[config.mk]
export PLATFORM = sky130hd
export DESIGN_NAME = quoted_escape_encoder
export DESIGN_NICKNAME = d
export VERILOG_FILES = /design/src/design/qee_pkg.sv /design/src/design/qee_decode.sv /design/src/design/qee_serializer.sv /design/src/design/quoted_escape_encoder.sv
export VERILOG_INCLUDE_DIRS = /design/src /design/src/design
export SDC_FILE = /design/constraint.sdc
export NUM_CORES = 1
export LEC_CHECK = 0
export BUFFER_PORTS_ARGS = -buffer_cell sky130_fd_sc_hd__buf_2
export CAP_MARGIN = 20
export CORE_AREA = 2 2 105 107
export CTS_CLUSTER_SIZE = 16
export DETAILED_ROUTE_END_ITERATION = 10
export DIE_AREA = 0 0 107 109
export HOLD_SLACK_MARGIN = 0.15
export RECOVER_POWER = 100
export SETUP_SLACK_MARGIN = 0.2
export SLEW_MARGIN = 40
export SYNTH_ARGS = -nofsm -noshare
export SYNTH_HDL_FRONTEND = slang
export SYNTH_SLANG_ARGS = --single-unit
[constraint.sdc]
create_clock -name clk -period 5.9 [get_ports clk]
set_input_delay 0.295 -clock clk [delete_from_list [all_inputs] [get_ports clk]]
set_output_delay 0.295 -clock clk [all_outputs]
set_load 0.05 [all_outputs]
[src/design/quoted_escape_encoder_defines.svh]
// Assertion macros for the quoted escape encoder, used by the serializer.
`ifndef QUOTED_ESCAPE_ENCODER_DEFINES_SVH
`define QUOTED_ESCAPE_ENCODER_DEFINES_SVH
`ifndef NO_ASSERTIONS
// The consequent must hold in the same cycle as the antecedent.
`define QEE_ASSERT_SAME(label, ante, cons, msg) \
  label: assert property (@(posedge clk) disable iff (rst) (ante) |-> (cons)) \
    else $error(msg);
// The consequent must hold in the cycle after the antecedent.
`define QEE_ASSERT_NEXT(label, ante, cons, msg) \
  label: assert property (@(posedge clk) disable iff (rst) (ante) |=> (cons)) \
    else $error(msg);
`else
`define QEE_ASSERT_SAME(label, ante, cons, msg)
`define QEE_ASSERT_NEXT(label, ante, cons, msg)
`endif
`endif

[src/design/qee_pkg.sv]
// Types, character constants and helpers of the quoted escape encoder.
`timescale 1ns / 1ps
package qee_pkg;

  localparam int unsigned RUN_MAX = 6;
  localparam int unsigned LEN_W   = 3;

  localparam logic [7:0] CH_QUOTE  = 8'h22;
  localparam logic [7:0] CH_BSLASH = 8'h5C;
  localparam logic [7:0] CH_LF     = 8'h0A;
  localparam logic [7:0] CH_CR     = 8'h0D;
  localparam logic [7:0] CH_TAB    = 8'h09;
  localparam logic [7:0] CH_BEL    = 8'h07;
  localparam logic [7:0] CH_BS     = 8'h08;
  localparam logic [7:0] CH_N      = 8'h6E;
  localparam logic [7:0] CH_R      = 8'h72;
  localparam logic [7:0] CH_T      = 8'h74;
  localparam logic [7:0] CH_A      = 8'h61;
  localparam logic [7:0] CH_B      = 8'h62;
  localparam logic [7:0] CH_X      = 8'h78;
  localparam logic [7:0] CH_SPACE  = 8'h20;
  localparam logic [7:0] CH_TILDE  = 8'h7E;

  typedef struct packed {
    logic       empty_string;
    logic       first_of_string;
    logic       last_of_string;
    logic [7:0] byte_value;
  } item_t;

  typedef struct packed {
    logic [7:0] ch;
    logic       end_of_run;
    logic       end_of_text;
  } slot_t;

  typedef struct packed {
    slot_t [RUN_MAX-1:0] slots;
    logic  [LEN_W-1:0]   len;
  } run_t;

  // Lowercase hex digit for one nibble.
  function automatic logic [7:0] hex_digit(input logic [3:0] nib);
    logic [7:0] wide;
    wide = {4'h0, nib};
    return (nib < 4'd10) ? (8'h30 + wide) : (8'h57 + wide);
  endfunction

endpackage

[src/design/qee_decode.sv]
// Translates one input word into its run of quoted, escaped characters.
`timescale 1ns / 1ps
module qee_decode (
  input  qee_pkg::item_t item,
  output qee_pkg::run_t  run
);

  logic [7:0]                code;
  logic [7:0]                esc [4];
  logic [qee_pkg::LEN_W-1:0] n;
  logic [qee_pkg::LEN_W-1:0] pos;
  logic [qee_pkg::LEN_W-1:0] at;

  always_comb begin
    unique case (item.byte_value)
      qee_pkg::CH_BSLASH: code = qee_pkg::CH_BSLASH;
      qee_pkg::CH_QUOTE:  code = qee_pkg::CH_QUOTE;
      qee_pkg::CH_LF:     code = qee_pkg::CH_N;
      qee_pkg::CH_CR:     code = qee_pkg::CH_R;
      qee_pkg::CH_TAB:    code = qee_pkg::CH_T;
      qee_pkg::CH_BEL:    code = qee_pkg::CH_A;
      qee_pkg::CH_BS:     code = qee_pkg::CH_B;
      default:            code = 8'h00;
    endcase
  end

  always_comb begin
    esc[0] = qee_pkg::CH_BSLASH;
    esc[1] = code;
    esc[2] = qee_pkg::hex_digit(item.byte_value[7:4]);
    esc[3] = qee_pkg::hex_digit(item.byte_value[3:0]);
    n      = 3'd2;
    if (code == 8'h00) begin
      if (item.byte_value >= qee_pkg::CH_SPACE && item.byte_value <= qee_pkg::CH_TILDE) begin
        esc[0] = item.byte_value;
        n      = 3'd1;
      end else begin
        esc[1] = qee_pkg::CH_X;
        n      = 3'd4;
      end
    end
  end

  always_comb begin
    run = '0;
    pos = item.first_of_string ? 3'd1 : 3'd0;
    at  = '0;
    if (item.empty_string) begin
      run.slots[0].ch = qee_pkg::CH_QUOTE;
      run.slots[1]    = '{ch: qee_pkg::CH_QUOTE, end_of_run: 1'b1, end_of_text: 1'b1};
      run.len         = 3'd2;
    end else begin
      if (item.first_of_string) begin
        run.slots[0].ch = qee_pkg::CH_QUOTE;
      end
      for (int i = 0; i < 4; i++) begin
        if (3'(i) < n) begin
          at                 = pos + 3'(i);
          run.slots[at].ch   = esc[i];
        end
      end
      if (item.last_of_string) begin
        run.slots[pos + n] = '{ch: qee_pkg::CH_QUOTE, end_of_run: 1'b1, end_of_text: 1'b1};
        run.len            = pos + n + 3'd1;
      end else begin
        run.slots[pos + n - 3'd1].end_of_run = 1'b1;
        run.len                              = pos + n;
      end
    end
  end

endmodule

[src/design/qee_serializer.sv]
// Holds one decoded run and sends its characters out one per cycle while the output is not stalled.
`timescale 1ns / 1ps
`include "quoted_escape_encoder_defines.svh"
module qee_serializer (
  input  logic          clk,
  input  logic          rst,
  input  logic          run_valid,
  input  qee_pkg::run_t run_in,
  output logic          take,
  output logic          char_valid,
  input  logic          char_stall,
  output logic [7:0]    out_char,
  output logic          end_of_run,
  output logic          end_of_text
);

  logic                      busy;
  qee_pkg::run_t             run;
  logic [qee_pkg::LEN_W-1:0] idx;
  logic                      out_free;
  logic                      emit;
  logic                      at_last;

  assign out_free = !char_valid || !char_stall;
  assign emit     = busy && out_free;
  assign at_last  = (idx == run.len - 3'd1);
  assign take     = !busy || (emit && at_last);

  always_ff @(posedge clk) begin
    if (rst) begin
      busy       <= 1'b0;
      idx        <= '0;
      char_valid <= 1'b0;
    end else begin
      if (take) begin
        busy <= run_valid;
        idx  <= '0;
      end else if (emit) begin
        idx <= idx + 3'd1;
      end
      if (out_free) begin
        char_valid <= busy;
      end
    end
  end

  always_ff @(posedge clk) begin
    if (take && run_valid) begin
      run <= run_in;
    end
    if (emit) begin
      out_char    <= run.slots[idx].ch;
      end_of_run  <= run.slots[idx].end_of_run;
      end_of_text <= run.slots[idx].end_of_text;
    end
  end

  `QEE_ASSERT_SAME(a_idx_in_run, busy, idx < run.len, "character index beyond run length")
  `QEE_ASSERT_SAME(a_len_range, busy, run.len != 3'd0 && run.len <= 3'd6, "run length out of range")
  `QEE_ASSERT_SAME(a_text_is_quote, char_valid && end_of_text,
                   out_char == qee_pkg::CH_QUOTE && end_of_run, "end of text not on a quote")
  `QEE_ASSERT_NEXT(a_hold_idx, busy && !out_free, $stable(idx), "index moved while output stalled")

endmodule

[src/design/quoted_escape_encoder.sv]
// Top level of the quoted escape encoder: input register, decoder and serializer.
`timescale 1ns / 1ps
// Channel   Handshake                 Payload
// byte      byte_valid / byte_stall   byte_value, first_of_string, last_of_string, empty_string
// char      char_valid / char_stall   out_char, end_of_run, end_of_text
//
// One word produces 1 to 6 characters (4 for a hex escape, plus 1 per quote),
// sent one per cycle from the output register while char_stall is low.
// The input register takes the next word while the current run drains, and a
// new run starts in the cycle after the last character of the previous one.
// Reset (rst, synchronous) empties the input register, run buffer and output.
// A stall on the char side holds the output and backs up to byte_stall.

module quoted_escape_encoder (
  input  logic       clk,
  input  logic       rst,
  input  logic       byte_valid,
  output logic       byte_stall,
  input  logic [7:0] byte_value,
  input  logic       first_of_string,
  input  logic       last_of_string,
  input  logic       empty_string,
  output logic       char_valid,
  input  logic       char_stall,
  output logic [7:0] out_char,
  output logic       end_of_run,
  output logic       end_of_text
);

  // Input register: holds one word until the serializer can take its run.
  logic           held;
  qee_pkg::item_t item;
  qee_pkg::run_t  run;
  logic           take;
  logic           accept;

  // The register frees whenever the serializer takes the held word.
  assign byte_stall = held && !take;
  assign accept     = byte_valid && !byte_stall;

  always_ff @(posedge clk) begin
    if (rst) begin
      held <= 1'b0;
    end else begin
      held <= accept || (held && !take);
    end
  end

  always_ff @(posedge clk) begin
    if (accept) begin
      item <= '{empty_string: empty_string, first_of_string: first_of_string,
                last_of_string: last_of_string, byte_value: byte_value};
    end
  end

  // Short translation from the held word to its run of characters.
  qee_decode u_decode (
    .item (item),
    .run  (run)
  );

  // Run buffer and output register.
  qee_serializer u_serializer (
    .clk         (clk),
    .rst         (rst),
    .run_valid   (held),
    .run_in      (run),
    .take        (take),
    .char_valid  (char_valid),
    .char_stall  (char_stall),
    .out_char    (out_char),
    .end_of_run  (end_of_run),
    .end_of_text (end_of_text)
  );

endmodule

Word-level counts from Yosys, hierarchy flattened
Cells that the tools add are included.
{"block": "totals", "register_bits": 90, "input_bits": 15, "out_inout_bits": 12, "elab_cells": 135}
{"block": "classes", "n_addsub": 12, "order_cmp": 21, "eq_ne": 8, "muxes": 39, "n_bitwise": 3, "n_reduce_logical": 22}
{"cell": "2-to-1 mux 60 bit", "count": 8}
{"cell": "bitwise mux 60 bit", "count": 5}
{"cell": "demux 10 bit (select 3 bit)", "count": 6}
{"cell": "2-to-1 mux 63 bit", "count": 1}
{"cell": "2-to-1 mux 10 bit", "count": 6}
{"cell": "case mux 7 bit (7 select lines)", "count": 1}
{"cell": "bitwise AND 36 bit", "count": 1}
{"cell": "inverter 36 bit", "count": 1}
{"cell": "equality test 8 x 4 -> 1 bit (second input constant)", "count": 4}
{"cell": "2-to-1 mux 8 bit", "count": 4}
{"cell": "binary-select mux 10 bit (select 3 bit)", "count": 1}
{"cell": "less-than comparator 3 x 4 -> 1 bit (second input constant)", "count": 7}
{"cell": "OR 24 bit", "count": 1}
{"cell": "greater-or-equal comparator 3 x 1 -> 1 bit (second input constant)", "count": 6}
{"cell": "adder 7 x 4 -> 8 bit (first input constant)", "count": 2}
{"cell": "2-to-1 mux 16 bit", "count": 1}
{"cell": "adder 6 x 4 -> 7 bit (first input constant)", "count": 2}
{"cell": "logical AND 1 bit", "count": 12}
{"cell": "adder 3 x 1 -> 3 bit (second input constant)", "count": 3}
{"cell": "equality test 8 x 3 -> 1 bit (second input constant)", "count": 1}
{"cell": "equality test 8 x 6 -> 1 bit (second input constant)", "count": 1}
{"cell": "equality test 8 x 7 -> 1 bit (second input constant)", "count": 1}
{"cell": "greater-or-equal comparator 8 x 6 -> 1 bit (second input constant)", "count": 1}
{"cell": "<= comparator 8 x 7 -> 1 bit (second input constant)", "count": 1}
{"cell": "other kinds (16)", "count": 28}

Logic depth before layout (Yosys ltp)
{"block": "logic_depth", "word_depth": 19, "ltp_mapped": 13, "mapped_depth_nobuf": 13}

Modules after synthesis
Synthesis repeated with hierarchy kept, for this count alone.
{"block": "unflattened", "cells_unflattened": 400, "area_unflattened_um2": 4754.6}
{"module": "qee_serializer", "instances": 1, "cells_each": 153, "area_per_inst_um2": 2994.1, "seq_area_each_um2": 2292.2}
{"module": "qee_decode", "instances": 1, "cells_each": 232, "area_per_inst_um2": 1380.1, "seq_area_each_um2": 0.0}
{"module": "quoted_escape_encoder", "instances": 1, "cells_each": 15, "area_per_inst_um2": 380.4, "seq_area_each_um2": 350.3}

Worst setup path after synthesis
OpenSTA, ideal clock, no wires.
{"block": "synth_path", "path_kind": "reg-to-reg", "start": "register u_serializer.char_valid", "end": "register u_serializer.run[0] (netlist name) (enable)", "setup_ps": 468, "arrival_time_ps": 4001, "t_required_ps": 5432, "path_slack_ps": 1431, "stages_incl_launch_ff": 5, "path_buffers": 0, "period_less_slack_ps": 4469, "path_cell_list": "dfxtp_1 -> a21boi_1 -> nand3_1 -> o21a_1 -> nor2b_1"}
{"block": "synth_via", "elab_chain_cells": 6}
{"item": "from (decl)", "line": "qee_serializer.sv:10", "text": "output logic char_valid,"}
{"item": "from (signal assigned)", "line": "qee_serializer.sv:42", "text": "char_valid <= busy;"}
{"item": "logical NOT 1 bit", "line": "qee_serializer.sv:24", "text": "assign out_free = !char_valid || !char_stall;"}
{"item": "logical OR 1 bit", "line": "qee_serializer.sv:24"}
{"item": "logical AND 1 bit", "line": "qee_serializer.sv:25", "text": "assign emit = busy && out_free;"}
{"item": "via u_serializer.emit", "line": "qee_serializer.sv:21", "text": "logic emit;"}
{"item": "logical AND 1 bit", "line": "qee_serializer.sv:27", "text": "assign take = !busy || (emit && at_last);"}
{"item": "logical OR 1 bit", "line": "qee_serializer.sv:27"}
{"item": "logical AND 1 bit", "line": "qee_serializer.sv:48", "text": "if (take && run_valid) begin"}
{"item": "to (signal assigned)", "line": "qee_serializer.sv:49", "text": "run <= run_in;"}
{"item": "to (decl)", "line": "qee_serializer.sv:18", "text": "qee_pkg::run_t run;"}
The timed path passes the listed nets, and every way through them passes these cells.
A chain may end at the register's enable or synchronous reset.

Worst setup path in the final report
{"block": "layout_path", "start": "register, netlist name item[4]", "end": "register u_serializer.run[16] (netlist name), data pin"}
{"block": "layout_via", "elab_chain_cells": 18, "word_cells_on_any_way": 48, "classes_between": "add/sub: 4; order compare: 9; eq/ne: 7; mux: 24; bitwise: 1; reduce/logical: 3"}
{"item": "greater-or-equal comparator 8 x 6 -> 1 bit, or another cell as far along", "line": "qee_decode.sv:34", "text": "if (item.byte_value >= qee_pkg::CH_SPACE && item.byte_value <= qee_pkg::CH_TILDE) begin"}
{"item": "logical AND 1 bit or case mux 7 bit (7 select lines) (tied branches)", "line": "qee_decode.sv:34, qee_decode.sv:15"}
{"item": "2-to-1 mux 3 bit, or another cell as far along", "line": "qee_decode.sv:34"}
{"item": "2-to-1 mux 3 bit or 2-to-1 mux 16 bit (tied branches)", "line": "qee_decode.sv:33", "text": "if (code == 8'h00) begin"}
{"item": "less-than comparator 1 x 3 -> 1 bit or bitwise mux 60 bit (tied branches)", "line": "qee_decode.sv:57, qee_decode.sv:59"}
{"item": "2-to-1 mux 60 bit", "line": "qee_decode.sv:57", "text": "if (3'(i) < n) begin"}
{"item": "2-to-1 mux 60 bit", "line": "qee_decode.sv:48", "text": "if (item.empty_string) begin"}
{"item": "bitwise mux 60 bit", "line": "qee_decode.sv:59", "text": "run.slots[at].ch = esc[i];"}
{"item": "[... 2 more ...]"}
{"item": "bitwise mux 60 bit", "line": "qee_decode.sv:59"}
{"item": "2-to-1 mux 60 bit", "line": "qee_decode.sv:57"}
{"item": "2-to-1 mux 60 bit", "line": "qee_decode.sv:48"}
{"item": "bitwise mux 60 bit", "line": "qee_decode.sv:59"}
{"item": "2-to-1 mux 60 bit", "line": "qee_decode.sv:57"}
{"item": "2-to-1 mux 60 bit", "line": "qee_decode.sv:48"}
{"item": "bitwise mux 60 bit or OR 24 bit (tied branches)"}
{"item": "2-to-1 mux 63 bit (*)", "line": "qee_decode.sv:62", "text": "if (item.last_of_string) begin"}
Mark *: on every way between the ends. The rest lies on a longest branch, timed or not. The select of a mux whose other input is x is not followed.

==> impl_results.md <==
* WP data required at 6010 ps
* GRT Util Overall at 16.9%
* Area growth from synthesis to layout at 12.4%
* Vias in the first global route at 2665
* Reg clk slew, reported paths at 80 ps
* Global route total overflow at 0
* Largest net degree at the start of global routing at 53
* Clk buf depth at 2
* Final Hold Fails at 0
* Synth Flop Type: edfxtp_1
* Max-Cap Viols at 0
* Initial core utilization at 39.6%
* Tcrit/Tclk final at 68.6%
* CTS tree: yes
* GP Congestion at 0.930
* Worst-Margin Slew at 1440 ps
* Final setup fails at 0
* Seq/Total Area, Yosys at 55.1%
* Worst setup path category: reg2reg
* Mean post-synth cell area at 12.0 µm²
* Status: finished clean
* Syn Inst Count at 351
* Synth warn at 0
* Tot Pwr at 0.00124 W
* Drt pass-1 iters at 5
* Async S/R FF share, synth at 0%
* Core footprint at 10600 µm²
* Power per cell area at 264 nW/µm²
* Die area at 11700 µm²
* Cell Rows at 38
* Worst Hold Class: in2reg
* Die X at 107 µm
* DRC Markers at 0
* H-Tree Depth at 3
* Via-to-Cell Ratio at 5.27
* Wire per inst at 17.2 µm
* Total CTS buffers at 9
* Syn Std Cell Area at 4200 µm²
* Post-route ant nets at 0
* Post-synth cell types at 63
* DR vias at 2792
* Clock Skews at 10.8 ps
* I/O Pins at 27
* Slew HR at 3.76%
* Final Max Tran Viols at 0
* Die Height at 109 µm
* Layout cells sized above 1 at 14.1%
* Initial drt markers at 374
* First-pass GRT wire length at 14700 µm
* Post-CTS Hold Buffers at 12
* Initial antenna violation count at 0
* Clock root buffer: clkbuf_8
* Worst-path fanout max at 9
* Number of fill cells at 996
* Post-CTS Resized at 0
* Port bufs at 26
* Post-CTS Setup Inserts at 0
* Final wirelength at 9110 µm
* Setup TNS at 0 ps
* Skew-Pair Late Insertion Delay at 350 ps
* EDFF count, synth at 73
* Unrepaired setup endpoints after global routing: false
* Period minus WS final at 4050 ps
* Diodes inserted at 0
* F_max at 247 MHz
* Synth Register Bits at 79
* Clock sink total at 79
* DP HPWL at 6360 µm
* Worst-case vdd ir drop at 118 µV
* Startpoint types: flip-flop
* Lkg Pwr at 1.73 nW
* Worst Path Arrival at 4160 ps
* Worst Setup End Kind: flip-flop
* Nets at 414
-- cell usage after synthesis (2+ instances only) --
library cell  count  area (µm²)
edfxtp_1         73        2190
nor3_2            2        20.0
a211oi_1          6        45.0
o32ai_1           4        35.0
xnor2_1           6        52.6
a221oi_1          2        17.5
or3_1             2        12.5
o21ai_0          16        80.1
mux2i_1           8        80.1
a31oi_1           4        25.0
clkbuf_1         14        52.6
xor2_1            4        35.0
nand4b_1          2        17.5
o21a_1            4        30.0
a21o_1            3        22.5
o22ai_1           6        37.5
inv_1            19        71.3
nor2_1           33         124
nand3_2           3        30.0
dfxtp_1           6         120
and2_1            2        12.5
ha_1             13         163
nor3_1            9        45.0
inv_2             2        7.51
mux4_2            9         203
a21oi_1          17        85.1
nor2_2            4        25.0
nand2_1          15        56.3
nor2b_1           5        31.3
nand2b_1          7        43.8
buf_6             2        22.5
buf_2             2        10.0
nand3_1          14        70.1
o31ai_1           2        15.0
and3_4            2        22.5
and3_1            2        12.5
-- per-layer routing --
layer / wire length, µm / share of wire (%) / vias to the layer above / global-route usage, %
met4: 86 / 0.94 / 0 / 6.31
li1: - / - / 1375 / -
met3: 533 / 5.9 / 7 / 4.12
met2: 4340 / 48 / 94 / 25.8
met1: 4150 / 46 / 1316 / 23.5
met5: 0 / 0 / - / 0
-- cell type report --
class                      instances  area [µm²]  share of cell area, %
inverter                          21        78.8                   1.67
clock inverter                     4        72.6                   1.54
timing repair buffer              42         255                   5.41
clock buffer                      11         131                   2.79
multi-input combinational        233        1690                   35.8
sequential                        79        2310                   49.0
tap                              140         175                   3.72
-- registers in the layout (all words and copies together), names as in the netlist --
| register | cells |
|---|---|
| u_serializer.idx | 3 |
| u_serializer.run | 52 |
| u_serializer.char_valid | 1 |
| u_serializer.end_of_text | 1 |
| u_serializer.busy | 1 |
| u_serializer.out_char | 8 |
| held | 1 |
| u_serializer.end_of_run | 1 |
| item | 11 |
-- cell families (layout without fill, tap and decap cells) --
kind of cell / count (synthesis) / after routing / share of synthesized area, %
buf+inv: 40 / 78 / 4.09
xor+xnor: 10 / 10 / 2.09
fa+ha+maj: 13 / 13 / 3.88
flops: 79 / 79 / 55.1
other cells: 1 / 2 / 0.0894
simple gates: 114 / 114 / 15.6
mux: 17 / 17 / 6.74
compound gates: 77 / 77 / 12.4
-- placed cells by master (no fill, tap or decap), types with 6 or more instances in the layout --
| cell | netlist | final |
|---|---|---|
| edfxtp_1 | 73 | 73 |
| nor2_1 | 33 | 33 |
| inv_1 | 19 | 21 |
| a21oi_1 | 17 | 18 |
| clkbuf_1 | 14 | 18 |
| o21ai_0 | 16 | 17 |
| nand3_1 | 14 | 16 |
| nand2_1 | 15 | 16 |
| ha_1 | 13 | 13 |
| dlygate4sd3_1 | 0 | 12 |
| buf_2 | 2 | 12 |
| mux4_2 | 9 | 9 |
| nor3_1 | 9 | 9 |
| clkbuf_8 | 0 | 9 |
| mux2i_1 | 8 | 8 |
| nand2b_1 | 7 | 7 |
| o22ai_1 | 6 | 6 |
| xnor2_1 | 6 | 6 |
| a211oi_1 | 6 | 6 |
| dfxtp_1 | 6 | 6 |
-- path summary, 6_finish.rpt --
kind / from / end / slack (ps) / depth (start not counted)
worst max-delay path: item[4] / u_serializer.run[16] / 1850 / 13
worst min-delay path: byte_valid / held / 200 / 3
worst max register to register: item[4] / u_serializer.run[16] / 1850 / 13
worst min register to register: held / held / 510 / 2
-- per-stage QoR --
step	setup slack [ps]	std cells	area, µm²	hold WS [ps]	utilization (%)
2_1_floorplan	1430	352	4200	364	-
3_3_place_gp	2390	503	4450	472	42.0
3_5_place_dp	2360	503	4450	473	42.0
4_1_cts	2330	530	4780	186	45.0
5_1_grt	1520	530	4710	191	44.5
6_report	1850	530	4710	203	44.5
-- where the power goes --
part	total, W	internal [W]	switching, W
clock	0.000424	0.000236	0.000188
sequential	0.000665	0.000646	0.0000196
combinational	0.000154	0.0000544	0.0000999
-- critical path, stage by stage (launching register included) --
cell and delay (ps):
edfxtp_1 470, inv_1 230, ha_1 320, nor2b_1 280
nand3_1 230, and3_1 270, nand2_1 230, inv_1 230
ha_1 410, nand2_1 260, nor2_1 80, a21oi_1 300
inv_1 210, a211o_1 270
No activity file was read; power rests on OpenSTA's default activity.
